### config.mk
export PLATFORM = sky130hd
export DESIGN_NAME = bb3_queue
export DESIGN_NICKNAME = d
export VERILOG_FILES = /design/src/design/bb3_pkg.sv /design/src/design/bb3_queue.sv
export SDC_FILE = /design/constraint.sdc
export NUM_CORES = 1
export LEC_CHECK = 0
export ABC_AREA = 1
export BUFFER_PORTS_ARGS = -buffer_cell sky130_fd_sc_hd__buf_2
export CORE_ASPECT_RATIO = 0.7
export CORE_UTILIZATION = 40
export CTS_CLUSTER_DIAMETER = 100
export DETAILED_ROUTE_END_ITERATION = 6
export SYNTH_ARGS = -nofsm -noshare
export SYNTH_HDL_FRONTEND = slang
export SYNTH_SLANG_ARGS = --single-unit
### constraint.sdc
create_clock -name clk -period 2.83 [get_ports clk]
set_clock_uncertainty 0.15 [all_clocks]
set_input_delay 0.566 -clock clk [delete_from_list [all_inputs] [get_ports clk]]
set_output_delay 0.566 -clock clk [all_outputs]
set_load 0.05 [all_outputs]
### src/design/bb3_pkg.sv
// bb3_pkg: shared types and constants of the 3x3 clipped box blur.
// Used by bb3_front, bb3_queue, bb3_back and box_blur_3x3_rgb_top.
`timescale 1ns / 1ps
package bb3_pkg;

  // one RGB pixel: blue in bits 7:0, green 15:8, red 23:16
  typedef logic [23:0] rgb_t;

  // per-beat control from the front part to the back part
  typedef struct packed {
    logic emit;      // this beat produces an output pixel
    logic top_ok;    // row above is inside the frame
    logic bot_ok;    // row below is inside the frame
    logic left_ok;   // column to the left is inside the frame
    logic right_ok;  // column to the right is inside the frame
    logic last;      // final output pixel of the frame
  } beat_ctl_t;

  localparam int QDEPTH = 4;
  localparam int RSHIFT = 20;

  localparam logic CFG_WIDTH  = 1'b0;
  localparam logic CFG_HEIGHT = 1'b1;

  localparam logic OP_PIXEL = 1'b0;
  localparam logic OP_DRAIN = 1'b1;

  // ceil(2^20 / (2*n)): floor(x * recip(n) >> 20) == floor(x / (2n)) for x < 8192
  function automatic logic [19:0] recip(input logic [3:0] n);
    logic [19:0] r;
    unique case (n)
      4'd1:    r = 20'd524288;
      4'd2:    r = 20'd262144;
      4'd3:    r = 20'd174763;
      4'd4:    r = 20'd131072;
      4'd5:    r = 20'd104858;
      4'd6:    r = 20'd87382;
      4'd7:    r = 20'd74899;
      4'd8:    r = 20'd65536;
      4'd9:    r = 20'd58255;
      default: r = 20'd0;
    endcase
    return r;
  endfunction

endpackage

### src/design/bb3_queue.sv
// bb3_queue: small FIFO between the front and back parts.
// Depends on bb3_pkg for its depth.
`timescale 1ns / 1ps
module bb3_queue #(
  parameter int W = 32
) (
  input  logic         clk,
  input  logic         rst,
  input  logic         push,
  input  logic [W-1:0] push_data,
  output logic         full,
  input  logic         pop,
  output logic         not_empty,
  output logic [W-1:0] pop_data
);
  import bb3_pkg::*;

  localparam int PW = $clog2(QDEPTH);

  logic [W-1:0]  mem [QDEPTH];
  logic [PW-1:0] wr_ptr;
  logic [PW-1:0] rd_ptr;
  logic [PW:0]   fill;

  assign full      = (fill == (PW+1)'(QDEPTH));
  assign not_empty = (fill != '0);
  assign pop_data  = mem[rd_ptr];

  // storage, no reset needed
  always_ff @(posedge clk) begin
    if (push && !full) begin
      mem[wr_ptr] <= push_data;
    end
  end

  // pointers and fill level
  always_ff @(posedge clk) begin
    if (rst) begin
      wr_ptr <= '0;
      rd_ptr <= '0;
      fill   <= '0;
    end else begin
      if (push && !full) wr_ptr <= wr_ptr + PW'(1);
      if (pop && not_empty) rd_ptr <= rd_ptr + PW'(1);
      unique case ({push && !full, pop && not_empty})
        2'b10:   fill <= fill + (PW+1)'(1);
        2'b01:   fill <= fill - (PW+1)'(1);
        default: fill <= fill;
      endcase
    end
  end

endmodule

==> results.cfg <==
[clock_network]
clk_root_buffer_cell = clkbuf_16
post_cts_buffers = 0
hold_buffers = 0
cts.sinks = 137
path_clk_slew_ps = 60
htree_levels = 4
clkLatencyLatePin_ps = 400
max-clock-path-buffers = 2
cts_tree = done
cts_resized = 0
cts-buffers-inserted = 17

[grt]
antenna_found_initial = 0
gr-total-overflow = 0
grt_max_degree = 65
grtUsageTotal_pct = 16.40
grt_pass1_wl_um = 16460
grt_pass1_vias = 3075

[die]
die_h_um = 98.08
ioPinCount = 70
initial_core_util_pct = 41.75
coreArea_um2 = 12630
fp.dieW_um = 139.3
row_count = 34
die-area_um2 = 13660

[timing]
fin_setup_tns_ps = 0
slew_violations = 0
rsz0062_at_grt = false
worst_slack_ps = 176.2
tightest_slew_ps = 540.2
min_period_ps = 2654
period_share_pct = 93.77
report.final.hold_viol_count = 0
slew_headroom_pct = 63.93
setup_viol = 0
fmax_ghz = 0.3768

[synth]
synthTopCellsByArea = edfxtp_1, nor2_1, o22ai_1
netlist_instances = 378
synth_cell_types = 21
synth-seq-cells = 137
ys_warn_count = 0
synth_area_leader_cell = edfxtp_1
yosysSeqAreaShare_pct = 76.28
netlist_area_um2 = 5275
synth_top_cell_area_share_pct = 72.87
syn_nets = 420
avgSynthCellArea_um2 = 13.96

[place]
hpwl_um = 5940
place.gp.congestion = 0.7131
place_ws_ps = 605.4
numPortBuffers = 69

[cells_and_area]
final_net_count = 497
area_delta_synth_final_pct = 21.39
drive_gt1_share_pct = 25.00

[pwr]
vdd.ir_drop.worst_v = 0.0005543
p_per_area_nw_per_um2 = 1063
p_leak_uw = 0.002311

[setup_path]
critPathMaxFanout = 19
arrival_ps = 1940
endpoint_kind = output port
critPathRequiredTime_ps = 2110
critPathLaunchType = flop
critical_path_class = reg -> out

[hold_path]
hp-class = in -> reg

[route]
wl_um = 10500
vias = 3224
dr.pass1.iters = 7
drtAntennaViolNets = 0
viasPerCell = 5.109
wl_per_cell_um = 16.65
drc = 6
drt_first_iter_violations = 244

[outcome]
status = complete, but fails checks
violations = design-rule violations

[flow_run]
cap_violations = 0
cell usage in the layout (no fill, tap or decap):
cell type / synthesis / routed
edfxtp_1: 128 / 128
buf_2: 6 / 69
nor2_1: 72 / 68
o21ai_0: 38 / 38
o22ai_1: 32 / 32
o21ai_1: 28 / 28
inv_1: 17 / 17
clkbuf_16: 0 / 17
nand2_1: 12 / 12
dfxtp_1: 9 / 8
buf_4: 3 / 7
a21oi_1: 5 / 5
nand3_1: 5 / 5
ha_1: 5 / 5
bufinv_16: 0 / 5
nor2_4: 0 / 4
clkinv_1: 0 / 4
clkinvlp_4: 0 / 3
nor2_2: 2 / 2
nand2_2: 2 / 2
clkinv_2: 0 / 2
diode_2: 0 / 1
inv_8: 1 / 1
inv_2: 1 / 1
nand2_4: 1 / 1
fa_1: 1 / 1
dfxtp_2: 0 / 1
clkinv_4: 0 / 1
buf_12: 0 / 1
state kept, by name (all words and copies together), names as in the netlist, named ones only:
register / count
wr_ptr: 2
rd_ptr: 2
fill: 3
mem: 128
synthesized netlist by cell type (all sizes together):
library cell	count
a21oi	5
buf	18
clkbuf	1
dfxtp	9
edfxtp	128
fa	1
ha	5
inv	19
nand2	15
nand3	5
nor2	74
o21ai	66
o22ai	32
worst paths after layout:
path | slack (ps) | end | from | cells past startpoint
max reg2reg | 820 | fill[2] | fill[1] | 12
min reg2reg | 360 | wr_ptr[0] | wr_ptr[0] | 2
max | 180 | pop_data[26] | flop | 4
min | 230 | mem[2][19] | push_data[19] | 1
stage by stage:
step / hold slack (ps) / std cells / power [uW] / cell area, um^2 / util, %
3_5_place_dp: 347.6 / 598 / 4531 / 5769 / 45.66
5_1_grt: 213.3 / 630 / 7103 / 6401 / 50.66
6_report: 226.4 / 631 / 6806 / 6404 / 50.68
4_1_cts: 210.0 / 630 / 6866 / 6401 / 50.66
3_3_place_gp: 345.9 / 598 / 4504 / 5769 / 45.66
2_1_floorplan: 308.7 / 378 / 4092 / 5275 / -
worst max-delay path: stages (launching register included):
cell and delay, ps:
dfxtp_2 600, buf_4 280, o21ai_0 110, o22ai_1 230, buf_2 310
power breakdown:
group          total (uW)  switching, uW  internal [uW]  leakage, uW
Sequential           2500           86.3           2420      0.00125
Clock                2330            784           1550     0.000299
Combinational        1970           1530            443     0.000763
Total                6810           2400           4410      0.00231
routing by layer:
metal  track usage, %  wire length [um]  up-vias
met1            22.44              4931     1547
met2            24.82              4825      116
met4            6.581                68        0
met5                0                 0        -
met3            4.561               679       10
li1                 -                 -     1551
area by class of cell:
cell class / instances / area (um^2)
well taps: 162 / 202.7
fillers: 1043 / 6231
clock inverters: 15 / 206.4
diodes: 1 / 2.502
inverters: 19 / 78.83
multi-input cells: 203 / 1045
flip-flops and latches: 137 / 4025
clock buffers: 17 / 425.4
repair buffers: 77 / 417.9
cells by family (layout without fill, tap and decap cells):
group           count (synthesis)  after routing  share of synthesized area [%]
buf+inv                        38            128                          4.483
other cells                     0              1                              0
flops                         137            137                          76.28
fa+ha+maj                       6              6                          1.565
compound gates                103            103                          10.53
simple gates                   94             94                          7.139
Power figures use the tool's default switching activity.
