$ cat config.mk
export PLATFORM = sky130hd
export DESIGN_NAME = bb3_front
export DESIGN_NICKNAME = d
export VERILOG_FILES = /design/src/design/bb3_pkg.sv /design/src/design/bb3_front.sv
export SDC_FILE = /design/constraint.sdc
export NUM_CORES = 1
export LEC_CHECK = 0
export BUFFER_PORTS_ARGS = -buffer_cell sky130_fd_sc_hd__buf_2
export CORE_AREA = 3 3 147 149
export DETAILED_ROUTE_END_ITERATION = 10
export DIE_AREA = 0 0 150 152
export GPL_TIMING_DRIVEN = 0
export RECOVER_POWER = 25
export SETUP_SLACK_MARGIN = 0.02
export SKIP_LAST_GASP = 1
export SYNTH_ARGS = -nofsm -noshare
export SYNTH_HDL_FRONTEND = slang
export SYNTH_SLANG_ARGS = --single-unit
$ cat constraint.sdc
create_clock -name clk -period 4.41 [get_ports clk]
set_clock_uncertainty 0.2 [all_clocks]
set_input_delay 1.323 -clock clk [delete_from_list [all_inputs] [get_ports clk]]
set_output_delay 1.323 -clock clk [all_outputs]
set_load 0.02 [all_outputs]
$ cat src/design/bb3_pkg.sv
// bb3_pkg: shared types and constants of the 3x3 clipped box blur.
// Used by bb3_front, bb3_queue, bb3_back and box_blur_3x3_rgb_top.
`timescale 1ns / 1ps
package bb3_pkg;

  // one RGB pixel: blue in bits 7:0, green 15:8, red 23:16
  typedef logic [23:0] rgb_t;

  // per-beat control from the front part to the back part
  typedef struct packed {
    logic emit;      // this beat produces an output pixel
    logic top_ok;    // row above is inside the frame
    logic bot_ok;    // row below is inside the frame
    logic left_ok;   // column to the left is inside the frame
    logic right_ok;  // column to the right is inside the frame
    logic last;      // final output pixel of the frame
  } beat_ctl_t;

  localparam int QDEPTH = 4;
  localparam int RSHIFT = 20;

  localparam logic CFG_WIDTH  = 1'b0;
  localparam logic CFG_HEIGHT = 1'b1;

  localparam logic OP_PIXEL = 1'b0;
  localparam logic OP_DRAIN = 1'b1;

  // ceil(2^20 / (2*n)): floor(x * recip(n) >> 20) == floor(x / (2n)) for x < 8192
  function automatic logic [19:0] recip(input logic [3:0] n);
    logic [19:0] r;
    unique case (n)
      4'd1:    r = 20'd524288;
      4'd2:    r = 20'd262144;
      4'd3:    r = 20'd174763;
      4'd4:    r = 20'd131072;
      4'd5:    r = 20'd104858;
      4'd6:    r = 20'd87382;
      4'd7:    r = 20'd74899;
      4'd8:    r = 20'd65536;
      4'd9:    r = 20'd58255;
      default: r = 20'd0;
    endcase
    return r;
  endfunction

endpackage

$ cat src/design/bb3_front.sv
// bb3_front: accepts beats, tracks input and output positions, classifies
// each beat and pushes work into the queue. Holds the config registers. Uses bb3_pkg.
`timescale 1ns / 1ps
module bb3_front #(
  parameter int MAX_WIDTH = 1024,
  parameter int CW        = 10,
  parameter int EW        = 11
) (
  input  logic              clk,
  input  logic              rst,
  input  logic              cfg_we,
  input  logic              cfg_index,
  input  logic [15:0]       cfg_data,
  input  logic              s_tvalid,
  output logic              s_tready,
  input  logic [23:0]       s_tdata,
  input  logic              s_tuser,
  input  logic              q_full,
  output logic              push,
  output logic [CW-1:0]     push_c,
  output bb3_pkg::beat_ctl_t push_ctl,
  output bb3_pkg::rgb_t     push_pix
);
  import bb3_pkg::*;

  logic [10:0] frame_width;
  logic [15:0] frame_height;

  logic [EW-1:0] in_column, in_column_next;
  logic [17:0]   in_row, in_row_next;
  logic [EW-1:0] out_column, out_column_next;
  logic [15:0]   out_row, out_row_next;

  logic [EW-1:0] fw_x, w_eff, c, c_inc, oc_inc;
  logic [15:0]   h_eff;
  logic [16:0]   or_inc;
  logic          draining, accept, keep, emit;
  beat_ctl_t     ctl;

  // effective frame size
  always_comb begin
    fw_x = EW'(frame_width);
    if (frame_width == '0) w_eff = EW'(1);
    else if (fw_x > EW'(MAX_WIDTH)) w_eff = EW'(MAX_WIDTH);
    else w_eff = fw_x;
    h_eff = (frame_height == '0) ? 16'd1 : frame_height;
  end

  // classify the beat and work out the border masks
  always_comb begin
    accept   = s_tvalid && s_tready;
    draining = (in_row >= {2'b00, h_eff});
    keep     = !(s_tuser == OP_DRAIN && !draining);
    c        = (in_column >= w_eff) ? '0 : in_column;
    c_inc    = c + EW'(1);
    emit     = (in_row >= 18'd2) || (in_row == 18'd1 && c != '0);
    oc_inc   = out_column + EW'(1);
    or_inc   = {1'b0, out_row} + 17'd1;

    ctl.emit     = emit;
    ctl.top_ok   = (out_row != '0);
    ctl.bot_ok   = (or_inc < {1'b0, h_eff});
    ctl.left_ok  = (out_column != '0);
    ctl.right_ok = (oc_inc < w_eff);
    ctl.last     = !ctl.bot_ok && !ctl.right_ok;

    in_column_next  = in_column;
    in_row_next     = in_row;
    out_column_next = out_column;
    out_row_next    = out_row;
    if (accept && keep) begin
      if (c_inc >= w_eff) begin
        in_column_next = '0;
        in_row_next    = in_row + 18'd1;
      end else begin
        in_column_next = c_inc;
      end
      if (emit) begin
        if (ctl.last) begin
          in_column_next  = '0;
          in_row_next     = '0;
          out_column_next = '0;
          out_row_next    = '0;
        end else if (oc_inc >= w_eff) begin
          out_column_next = '0;
          out_row_next    = or_inc[15:0];
        end else begin
          out_column_next = oc_inc;
        end
      end
    end
  end

  assign s_tready = !q_full;
  assign push     = accept && keep;
  assign push_c   = c[CW-1:0];
  assign push_ctl = ctl;
  assign push_pix = draining ? '0 : s_tdata;

  // config registers and position counters; a config write restarts the frame
  always_ff @(posedge clk) begin
    if (rst) begin
      frame_width  <= 11'd1024;
      frame_height <= 16'd768;
      in_column    <= '0;
      in_row       <= '0;
      out_column   <= '0;
      out_row      <= '0;
    end else if (cfg_we) begin
      unique case (cfg_index)
        CFG_WIDTH:  frame_width  <= cfg_data[10:0];
        CFG_HEIGHT: frame_height <= cfg_data;
        default:    frame_height <= frame_height;
      endcase
      in_column  <= '0;
      in_row     <= '0;
      out_column <= '0;
      out_row    <= '0;
    end else begin
      in_column  <= in_column_next;
      in_row     <= in_row_next;
      out_column <= out_column_next;
      out_row    <= out_row_next;
    end
  end

endmodule

==> impl.org, run 1 <==
** Timing
- Final Max Slew Viols :: 0
- Setup total negative slack on the finished layout was measured at -10.91 ns.
- Of the available clock period, the critical path in the final layout requires 110%.
- Highest attainable clock frequency :: roughly 0.21 GHz
- Shortest period the worst path allows :: 4.84 ns
- Worst-case setup margin in the final layout :: -0.429 ns
- The hold violation total from the final report is 0.
- Measured against its own limit, the worst slew margin works out to 32.3%.
- Total setup violations reported at the end of the flow :: 57
- For the pin with the worst max-slew slack, the measured transition is just over 1 ns.
- Final worst hold slack :: ~0.29 ns
- RSZ-0062 raised after global routing :: true

** Route
- Routed vias :: between 6,000 and 7,000
- WL/cell :: roughly 18 um
- For this run, the detailed router's first-pass iteration total came to 5.
- Remaining routing DRC violations :: 0
- Routed wire length :: about 22,000 um
- Via density :: between 5 and 6
- 1st-iter DRT viols :: slightly above 400
- Count of nets left with antenna violations after detail routing :: 0

** Pwr
- Power Density :: between 200 and 250 nW/um^2
- Leakage power :: 3.80 nW
- VDD sags by at most 0.161 mV.

** Place
- At the end of routability-driven placement, the weighted congestion stood at a little under 0.9.
- Prior to clock tree synthesis, the placed netlist has a worst setup slack of -0.871 ns.
- HPWL after DPL :: 14,800 um
- Count of port buffers added during placement :: 88

** Clock network
- TritonCTS built the clock tree.
- Clock tree synthesis selected as its root buffer the cell sky130_fd_sc_hd__clkbuf_16.
- Hold buffer count at cts :: 0
- Counting along the longest clock path gives a buffer depth of 2.
- CTS H-Tree Depth :: 3
- Sink Count :: 83
- Clock tree synthesis inserted a total of 9 buffers.
- Clock transition at the registers of the reported paths :: roughly 0.070 ns
- Clk Latency, worst-skew pair :: ~0.36 ns

** Setup path
- The worst setup path is captured at an output port.
- The worst setup path is launched from a flip-flop.
- Longest individual stage delay on the worst path :: ~0.38 ns
- Traced cell by cell, the critical path runs through buf_6 > and3_4 > nand4_1 > nor2_1 > nand3_2 > nor3_4 > xor2_2 > ha_4 > nand3_2 > nor2_2 > nand2_1 > o211ai_1 > buf_4 > a21boi_1 > buf_4.
- Data on the critical path arrives at its endpoint at between 3 and 4 ns.
- Together, buffers and inverters on the worst path number 3.
- Among cell families on the critical path, the largest total delay comes from simple AND/OR/NAND/NOR gates.
- Endpoint required time on the critical path :: approximately 2.9 ns
- Slowest cell on the critical path :: sky130_fd_sc_hd__dfxtp_4
- Category of the critical setup timing path :: flip-flop to output port
- Of all nets on the critical path, the largest fanout is 5.

** Synthesis
- sky130_fd_sc_hd__nand2_1 is the most common cell in the netlist.
- Leading area contributor after synthesis :: sky130_fd_sc_hd__dfxtp_1
- Yosys printed 0 warnings.
- Share of synthesized flip-flops with an asynchronous set or reset :: 0%
- Instance count of the mapped netlist :: 756
- Area share of the largest cell type after synthesis :: around 27%
- Mean post-synth cell area :: approximately 8 um^2
- After synthesis the cells add up to slightly above 6000 um^2.
- Dominant cells by area after synthesis :: sky130_fd_sc_hd__dfxtp_1, sky130_fd_sc_hd__ha_1, sky130_fd_sc_hd__nand2_1
- Part of the Yosys area used for sequential elements :: 27.5%
- Counting flops with a built-in enable in the synthesized netlist gives 0.
- Synthesis inferred between 80 and 90 register bits.
- By count the netlist is led by sky130_fd_sc_hd__nand2_1, sky130_fd_sc_hd__dfxtp_1, sky130_fd_sc_hd__ha_1.
- After synthesis, the netlist uses 58 different library cells.
- The number of nets in the synthesized netlist is a little under 900.
- The most used flip-flop cell after synthesis is sky130_fd_sc_hd__dfxtp_1.

** Layout
- Layout cell share with drive strength beyond 1 :: between 40 and 50%
- Area added between synthesis and finish :: 53.5%
- The repair_antennas step left the layout with diodes totalling 0.
- Final net count :: roughly 1,100

** GRT
- Number of antenna violations at the first check in global routing :: 0
- First-pass GRT wire length :: 33,500 um
- Grt ovf :: 0
- Via count of the first global-routing pass :: around 6,400
- Entering global routing, the biggest net connects 14 pins.
- Across every metal layer, demand over resource in global routing totals ~18%.

** Job
- # Max-Cap Violations :: 0

** Min path
- Worst hold path class :: flip-flop to flip-flop

** Die
- Starting utilization of the core area :: between 20 and 30%
- Height of the chip :: 152 um
- The die covers between 20,000 and 25,000 um^2.
- After floorplanning, the core was sized to cover 20,300 um^2.
- The floorplan has 52 rows.
- During I/O placement, the number of pins put on the boundary was 89.
- The die is approximately 150 um wide.

** Status
- The run finished, with violations left.
- The checks that failed: negative setup slack.
final timing paths:
| kind | to | startpoint | depth (start not counted) | slack [ns] |
|---|---|---|---|---|
| max | push_ctl[3] | out_row[1] | 15 | -0.43 |
| min | frame_height[5] | frame_height[5] | 2 | 0.29 |
| max reg2reg | in_column[6] | frame_width[7] | 31 | -0.33 |
| min reg2reg | frame_height[5] | frame_height[5] | 2 | 0.29 |
where the power goes:
| group | switching (W) | internal [W] | total, W |
|---|---|---|---|
| Clock | 0.000333 | 0.000623 | 0.000956 |
| Sequential | 0.0000150 | 0.000758 | 0.000773 |
| Combinational | 0.000184 | 0.000158 | 0.000342 |
| Total | 0.000532 | 0.00154 | 0.00207 |
timing repair:
| action | in CTS | in global routing |
|---|---|---|
| gates cloned | 6 | 0 |
| pin swaps | 95 | 81 |
| setup endpoints to repair | 81 | 59 |
| gates resized for setup | 182 | 102 |
| endpoints found under the hold margin | 0 | 0 |
| setup buffers | 75 | 21 |
cell type report:
type,count,area (um^2)
clock inverters,5,125
repair buffers,188,1490
fillers,1943,11000
multi-input cells,595,4960
plain buffers,34,246
inverters,43,184
flip-flops and latches,83,1700
well taps,270,338
clock buffers,10,239
sequential cells by signal, indices dropped and copies added (netlist names):
name,count
frame_height,16
in_row,18
out_column,11
in_column,11
out_row,16
frame_width,11
cells in the final DEF (no fill, tap or decap), types with 9 or more instances in the layout:
master	n
sky130_fd_sc_hd__a211o_1	10
sky130_fd_sc_hd__a21oi_1	54
sky130_fd_sc_hd__a21oi_2	9
sky130_fd_sc_hd__a22o_1	12
sky130_fd_sc_hd__a32o_1	15
sky130_fd_sc_hd__and2_4	25
sky130_fd_sc_hd__and3_1	14
sky130_fd_sc_hd__buf_2	63
sky130_fd_sc_hd__buf_4	82
sky130_fd_sc_hd__buf_6	46
sky130_fd_sc_hd__clkbuf_1	17
sky130_fd_sc_hd__clkbuf_16	9
sky130_fd_sc_hd__dfxtp_1	65
sky130_fd_sc_hd__dfxtp_2	10
sky130_fd_sc_hd__ha_1	59
sky130_fd_sc_hd__ha_4	11
sky130_fd_sc_hd__inv_1	35
sky130_fd_sc_hd__nand2_1	93
sky130_fd_sc_hd__nand3_1	14
sky130_fd_sc_hd__nand4_1	22
sky130_fd_sc_hd__nor2_1	29
sky130_fd_sc_hd__nor3_1	23
sky130_fd_sc_hd__nor4_1	10
sky130_fd_sc_hd__o31ai_4	12
sky130_fd_sc_hd__or4_1	9
sky130_fd_sc_hd__xnor2_1	14
sky130_fd_sc_hd__xor2_1	11
worst register-to-register path: cells and delay by family (launching register included):
family / cells / cell delay (ns)
compound gates: 4 / 0.58
xor+xnor: 1 / 0.18
fa+ha+maj: 2 / 0.30
buf+inv: 16 / 1.85
flops: 1 / 0.35
simple gates: 8 / 1.19
per-layer routing:
metal | global-route usage (%) | up-vias | share of wire (%) | routed length (um)
met3 | 3.99 | 34 | 5.5 | 1220
met4 | 6.67 | 0 | 2.6 | 566
met2 | 28.6 | 208 | 46 | 10200
li1 | - | 3172 | - | -
met1 | 25.1 | 3113 | 46 | 9990
met5 | 0 | - | 0 | 0
logic make-up after synthesis:
| logic type | share of synthesized area (%) |
|---|---|
| buffers and inverters | 5.52 |
| DFF | 27.5 |
| adders and majority gates | 15.1 |
| xor gates and xnor gates | 4.78 |
| and+or+nand+nor | 26.1 |
| AOI/OAI and AO/OA | 21.0 |
per-stage QoR:
| step | instances | util (%) | power, W | instance area [um^2] |
|---|---|---|---|---|
| after floorplan | 756 | - | 0.000928 | 6180 |
| after global placement | 1114 | 34.3 | 0.00101 | 6950 |
| after detailed placement | 1114 | 34.3 | 0.00101 | 6950 |
| after CTS | 1208 | 42.6 | 0.00204 | 8650 |
| after global routing | 1228 | 45.8 | 0.00213 | 9290 |
| final | 1228 | 45.8 | 0.00207 | 9290 |
Power figures use the tool's default switching activity.
==> run 2, diff against run 1 <==
--- a/config.mk
+++ b/config.mk
@@ -9,2 +9,3 @@
 export CORE_AREA = 3 3 147 149
+export CTS_CLUSTER_SIZE = 20
 export DETAILED_ROUTE_END_ITERATION = 10
--- a/constraint.sdc
+++ b/constraint.sdc
@@ -4,2 +4,2 @@
 set_output_delay 1.323 -clock clk [all_outputs]
-set_load 0.02 [all_outputs]
+set_load 0.05 [all_outputs]
==> run 2 against run 1 <==
The flow still finishes with violations (negative setup slack); first-iteration DRC count up 9.8%; non-clock buffer count down 20; critical path depth unchanged; clock power down 6.8%; core utilization down 1.3 points; combinational power up 6%; global-route usage down 0.43 points; count of clock-buffer cells in the layout unchanged; hold slack worse by 0.0092 ns; final cell count down 1.5%.
==> impl.org, run 2 (same netlist as run 1, synthesis figures left out) <==
** Pwr
- NetSw :: 0.000565 W (+6.1%)
- The power per unit of standard cell area came to 225 nW/um^2 (+0.73%).
- Cell Int Power :: 0.00146 W (-5.1%)
- Clock group share of total power :: 44.0% (-2.2 points)
- The overall power after layout is 0.00202 W (-2.2%).
- Proportion of total power due to net switching :: 27.9% (+2.2 points)
- Comb pwr share :: 17.9% (+1.4 points)
- The relative contribution of sequential cells to total power is 38.1% (+0.8 points).
- Maximum ir drop on the vdd rail :: 0.199 mV (+24%)
- Leakage power :: 3.60 nW (-5.2%)

** GRT
- The overall routing resource usage is 18.0% (-0.43 points).
- The initial antenna violation count came to 0 (unchanged).
- Global-route track usage on met2 :: 28.2% (-0.36 points)
- The met3 global-route usage was 3.96% (-0.030 points).
- The maximum number of pins on one net before global-route repair came to 15 (+1).
- The first-pass GRT wire length is 33,000 um (-1.5%).
- Grt ovf :: 0 (unchanged)
- The number of global-route vias before repair was 6,223 (-2.6%).
- M1 GR Usage :: 25.3% (+0.20 points)
- Busiest grt layer :: met2

** Route
- The via-per-instance ratio was 5.34 (+0.53%).
- Routed vias :: 6,460 (-1.0%)
- Count of nets left with antenna violations after detail routing :: 0 (unchanged)
- The total length of routed wires is 21,100 um (-3.7%).
- The routed wire length per instance came to 17.5 um (-2.2%).
- Number of detailed-route iterations in the first pass :: 5 (unchanged)
- The number of DRC markers in iteration 0 is 447 (+9.8%).
- Remaining routing DRC violations :: 0 (unchanged)

** Die
- Core region area :: 20,300 um^2 (unchanged)
- The top-level I/O count is 89 (unchanged).
- Floorplan die area :: 22,800 um^2 (unchanged)
- The width of the chip is 150 um (unchanged).
- The initial core utilization was 29.8% (unchanged).
- Height of the chip :: 152 um (unchanged)
- The count of standard-cell rows was 52 (unchanged).

** Place
- GPL Wtd Cong :: 0.864 (-1.0%)
- The placed wire-length estimate after detailed placement is 14,600 um (-1.1%).
- The pre-CTS worst setup slack was -0.800 ns (+0.0706 ns).
- Count of port buffers added during placement :: 88 (unchanged)

** Layout
- Layout cell share with drive strength beyond 1 :: 38.7% (-2.4 points)
- The final core utilization was 44.4% (-1.3 points).
- Counting flops per register, the top entry is in_row.
- Leaving out fill and tap cells, the most frequent cell in the layout is sky130_fd_sc_hd__nand2_1.
- Compared with the post-synthesis result, the final layout area differs by 49.0%.
- Fillers :: 1,956 (+0.67%)
- Largest registers :: in_row x18, frame_height x16, out_row x16
- Top library cells by usage in the layout, fill and taps aside :: sky130_fd_sc_hd__nand2_1, sky130_fd_sc_hd__buf_4, sky130_fd_sc_hd__dfxtp_1
- Final net count :: 1,054 (-1.9%)
- Number of flip-flops in the largest register :: 18 (unchanged)
- Total inserted antenna cells :: 0 (unchanged)

** Status
- The flow ran to the end, but the final reports show violations.
- The final reports fail on negative setup slack.

** Setup path
- Capturing element type of the critical path :: output port
- STA classifies the critical path startpoint as a flip-flop.
- The critical path required time is 2.89 ns (about the same).
- Worst Path Arrival :: 3.35 ns (+0.03 ns)
- Category of the critical setup timing path :: flip-flop to output port
- The register-to-register path setup slack was -0.29 ns (+0.04 ns).
- Critical-path maximum fanout :: 4 (-1)

** Timing
- Total setup violations reported at the end of the flow :: 69 (+21%)
- The worst hold margin is 0.277 ns (-0.00919 ns).
- Shortest period the worst path allows :: 4.87 ns (+0.0343 ns)
- The hold violation total from the final report was 0 (unchanged).
- The transition time at the pin with the least slew margin was 1.08 ns (+0.0698 ns).
- The remaining max-slew budget at the tightest pin came to 27.7% (-4.7 points).
- The worst path setup slack after routing came to -0.463 ns (-0.0343 ns).
- The maximum clock frequency came to 0.205 GHz (-0.70%).
- Post-route clock period utilization :: 111% (+0.78 points)
- RSZ-0062 raised after global routing :: true
- The total count of max-transition violations in the final report was 0 (unchanged).
- Setup TNS Final :: -12.16 ns (-1.26 ns)

** Clock network
- Clk Latency, worst-skew pair :: 0.35 ns (about the same)
- The root buffer cell chosen for the clock tree is sky130_fd_sc_hd__clkbuf_16.
- The clock-pin slew of the registers on the worst-case setup and hold paths came to 0.07 ns (about the same).
- Clock buffer depth :: 2 (unchanged)
- Number of clock buffers inserted by TritonCTS :: 9 (unchanged)
- TritonCTS built the clock tree.
- CTS H-Tree Depth :: 3 (unchanged)
- The sink count of the clock tree came to 83 (unchanged).

** Min path
- The min-delay analysis places its worst path in the category flip-flop to flip-flop.

** Job
- The max-capacitance violation count is 0 (unchanged).
-- run 2: cell types whose count changed in the layout (fill, tap and decap cells not counted), sizes merged --
cell,delta
buf,-25
inv,-3
clkbuf,+5
clkinvlp,+5
bufinv,-1
-- run 2: metal layers --
metal  share of wire [%]  vias to the layer above  routed length (um)
met4                 1.3                        0                 276
li1                    -                     3137                   -
met3                 6.2                       18                1300
met2                  47                      201                9820
met5                   0                        -                   0
met1                  46                     3104                9710
-- run 2: cell type report --
type                            count  area (um^2)  area share, %
Multi-Input combinational cell    595         4830           53.5
Sequential cell                    83         1690           18.8
Timing Repair Buffer              168         1380           15.3
Tap cell                          270          338           3.75
Buffer                             34          248           2.75
Clock buffer                       10          229           2.54
Inverter                           43          190           2.11
Clock inverter                      6          114           1.26
-- run 2: critical path: stages, from the launching register on --
cell,delay (ns)
sky130_fd_sc_hd__dfxtp_4,0.39
sky130_fd_sc_hd__ha_4,0.14
sky130_fd_sc_hd__and3_4,0.20
sky130_fd_sc_hd__nand3_4,0.10
sky130_fd_sc_hd__nor3_4,0.14
sky130_fd_sc_hd__nand4_1,0.19
sky130_fd_sc_hd__nor2_1,0.18
sky130_fd_sc_hd__xor2_1,0.22
sky130_fd_sc_hd__ha_1,0.30
sky130_fd_sc_hd__buf_4,0.15
sky130_fd_sc_hd__a211oi_2,0.35
sky130_fd_sc_hd__nor3_2,0.09
sky130_fd_sc_hd__a2bb2oi_2,0.19
sky130_fd_sc_hd__buf_6,0.15
sky130_fd_sc_hd__clkinvlp_4,0.08
sky130_fd_sc_hd__buf_8,0.15
-- run 2: power groups by stage --
stage               Clock, W  Sequential, W  Combinational, W
finish              0.000891       0.000772          0.000361
global route        0.000929       0.000773          0.000385
CTS                 0.000902       0.000771          0.000337
detailed placement         0       0.000788          0.000261
global placement           0       0.000788          0.000259
floorplan                  0       0.000785          0.000178
-- run 2: path summary, 6_finish.rpt --
path	from	endpoint	cells after the start
min	frame_width[0]	frame_width[0]	2
min reg2reg	frame_width[0]	frame_width[0]	2
max	out_row[0]	push_ctl[0]	15
max reg2reg	frame_width[6]	in_column[9]	26
-- run 2: what timing repair did --
item,4_1_cts,5_1_grt
endpoints found under the setup margin,77,81
setup buffers,56,19
pin swaps,78,52
cloned,4,1
hold buffers,0,0
resized for setup,178,77
-- run 2: through the flow --
stage	instances	area, um^2
2_1_floorplan	756	6270
3_3_place_gp	1114	7050
3_5_place_dp	1114	7050
4_1_cts	1190	8520
5_1_grt	1209	9010
6_report	1209	9010
==> run 3, diff against run 2 <==
Settings changed: PLACE_DENSITY from default to 0.53, SKIP_CTS_REPAIR_TIMING from default to 1.
==> run 3 against run 2 <==
The run still ends with negative setup slack left; critical path depth is 1 higher; fmax shrank 3.1%; cell area down 3.0%; power down 0.83%; largest power group unchanged; non-clock buffer count fell by 16.
==> impl.org, run 3 (same netlist as run 1, synthesis figures left out) <==
** Layout
- The library cell used most frequently in the layout, excluding fill and tap cells, is sky130_fd_sc_hd__nand2_1.
- The number of fill cells was 2,012 (+2.9%).
- in_row holds more flip-flops than any other register.
- Area added between synthesis and finish :: 44.6%
- Sequential standard cell area :: 1690 um^2 (about the same)
- The largest registers in the layout are in_row x18, frame_height x16, out_row x16.
- Layout cell share with drive strength beyond 1 :: 35.3% (-3.4 points)
- The filler-free cell count of the finished design was 1,194 (-1.2%).
- Total inserted antenna cells :: 0 (unchanged)
- Final net count :: 1,039 (-1.4%)
- In the layout the commonest cells are sky130_fd_sc_hd__nand2_1, sky130_fd_sc_hd__dfxtp_1, sky130_fd_sc_hd__ha_1.
- The number of flip-flops in the largest register came to 18 (unchanged).
- The total area of multi-input combinational cells was 4700 um^2 (-2.7%).

** Die
- The total die area is 22,800 um^2 (unchanged).
- Die Span X :: 150 um (unchanged)
- Core region area :: 20,300 um^2 (unchanged)
- Starting utilization of the core area :: 29.8% (unchanged)
- The y dimension of the die was 152 um (unchanged).
- I/O pin count :: 89 (unchanged)
- Placement row count :: 52 (unchanged)

** Pwr
- The overall power after layout came to 0.00201 W (-0.83%).
- The power per unit of standard cell area came to 230 nW/um^2 (+2.2%).
- Maximum ir drop on the vdd rail :: 0.138 mV (-31%)
- The static leakage power came to 3.50 nW (-2.9%).

** Timing
- Slew at the pin closest to its max-slew limit :: 0.747 ns (-0.338 ns)
- Setup repair after global routing could not meet its margin everywhere.
- The ratio of final minimum period to clock period is 114% (+3.6 points).
- Total setup violations reported at the end of the flow :: 57 (-17%)
- Headroom to the max-slew limit :: 50.2% (+23 points)
- Final Max Slew Viols :: 0 (unchanged)
- The worst path setup slack after routing was -0.621 ns (-0.158 ns).
- The hold violation total from the final report was 0 (unchanged).
- Highest attainable clock frequency :: 0.199 GHz (-3.1%)
- Shortest period the worst path allows :: 5.03 ns (+0.158 ns)

** Status
- Violated checks :: negative setup slack
- Status :: complete, but fails checks

** Route
- Routed wire length :: 21,000 um (-0.29%)
- The final routed DRC violation total was 0 (unchanged).
- The total number of vias is 6,293 (-2.6%).
- The first-pass iteration count of the detailed router came to 5 (unchanged).
- The via-per-instance ratio was 5.27 (-1.4%).
- The residual antenna-violating net count after detailed routing came to 0 (unchanged).
- The routed wire length per instance is 17.6 um (+0.96%).
- The number of DRC markers in iteration 0 was 457 (+2.2%).

** Setup path
- The critical-path maximum fanout is 3 (-1).
- The data arrival time of the critical path was 3.51 ns (+0.16 ns).
- Critical path buffers and inverters :: 3 (-1)
- The worst setup path is captured at an output port.
- The largest incremental delay on the critical path came to 0.34 ns (-0.05 ns).
- The worst setup path is of the flip-flop to output port kind.
- The signal on the critical path passes through nor4_4 > a31oi_1 > nor2_2 > ha_2 > nand3b_1 > a21oi_2 > o31ai_4 > and2_4 > nand2_4 > ha_1 > nor4b_2 > a31oi_1 > a31oi_4 > inv_4 > buf_4 > buf_6.
- STA classifies the critical path startpoint as a flip-flop.
- The critical path required time is 2.89 ns (about the same).
- Slowest cell on the critical path :: sky130_fd_sc_hd__dfxtp_2
- Among the stages of the critical path, the cell type that occurs most often is sky130_fd_sc_hd__a31oi_1.
- Critical path's top delay family :: simple AND/OR/NAND/NOR gates

** Clock network
- Clk Latency, worst-skew pair :: 0.36 ns (about the same)
- TritonCTS built the clock tree.
- Number of clock buffers inserted by TritonCTS :: 9 (unchanged)
- The tree is rooted in a sky130_fd_sc_hd__clkbuf_16.
- Clock buffer depth :: 2 (unchanged)
- The clock-pin slew of the registers on the worst-case setup and hold paths came to 0.07 ns (about the same).
- The sink count of the clock tree was 83 (unchanged).
- CTS H-Tree Depth :: 3 (unchanged)

** GRT
- Total routing resource utilization after global routing :: 16.7% (-1.3 points)
- Via count of the first global-routing pass :: 5,570 (-10%)
- The total congestion overflow was 0 (unchanged).
- Largest net degree at the start of global routing :: 14 (-1)
- Number of antenna violations at the first check in global routing :: 0 (unchanged)
- First-pass GRT wire length :: 30,400 um (-8.0%)

** Place
- GPL Wtd Cong :: 0.861 (-0.29%)
- Cell count after placement :: 1,114 (unchanged)
- Count of port buffers added during placement :: 88 (unchanged)
- HPWL after DPL :: 15,100 um (+3.0%)

** Min path
- Worst hold path class :: flip-flop to flip-flop

** Job
- # Max-Cap Violations :: 0 (unchanged)
==> run 3: changes by cell type in the layout (fill, tap and decap cells not counted), sizes merged <==
cell | previous run | this run
buf | 178 | 165
bufinv | 3 | 2
clkbuf | 34 | 33
clkinv | 2 | 1
nand2 | 105 | 106
==> run 3: power breakdown <==
group          internal, W  total [W]  switching, W
clock             0.000527   0.000867      0.000339
sequential        0.000759   0.000773     0.0000139
combinational     0.000155   0.000368      0.000213
total              0.00144    0.00201      0.000566
==> run 3: final timing paths <==
| check | from | to | slack, ns | cells past startpoint |
|---|---|---|---|---|
| max | frame_width[6] | push_ctl[5] | -0.62 | 16 |
| max reg2reg | frame_width[6] | in_row[0] | -0.54 | 27 |
| min reg2reg | frame_height[0] | frame_height[0] | 0.28 | 2 |
| min | frame_height[0] | frame_height[0] | 0.28 | 2 |
==> run 3: worst min-delay path, cell delays in order (launching register included) <==
cell	delay (ns)
sky130_fd_sc_hd__dfxtp_1	0.32
sky130_fd_sc_hd__nand2_1	0.06
sky130_fd_sc_hd__a21oi_1	0.05
==> run 3: routing by layer <==
| layer | track usage (%) | up-vias | routed length [um] |
|---|---|---|---|
| met3 | 3.37 | 17 | 1230 |
| met1 | 24.7 | 2987 | 10100 |
| met2 | 25.1 | 192 | 9530 |
| met4 | 3.18 | 0 | 223 |
| li1 | - | 3097 | - |
| met5 | 0 | - | 0 |
==> run 3: metrics by stage <==
stage / util, % / setup WS (ns) / instance area [um^2] / setup TNS [ns] / hold slack (ns)
finish: 43.1 / -0.621 / 8740 / -22.16 / 0.276
floorplan: - / -0.145 / 6270 / -2.34 / 0.249
global route: 43.1 / -0.739 / 8740 / -31.27 / 0.296
detailed placement: 34.7 / -0.851 / 7050 / -35.53 / 0.266
CTS: 36.3 / -1.21 / 7370 / -49.04 / 0.275
global placement: 34.7 / -0.931 / 7050 / -38.22 / 0.263
==> run 3: final cells by class <==
type	instances	area share (%)
buffer	35	2.82
sequential	83	19.3
clock buffer	12	2.93
multi-input combinational	596	53.7
inverter	43	2.10
timing repair buffer	151	14.4
clock inverter	4	0.830
tap	270	3.86
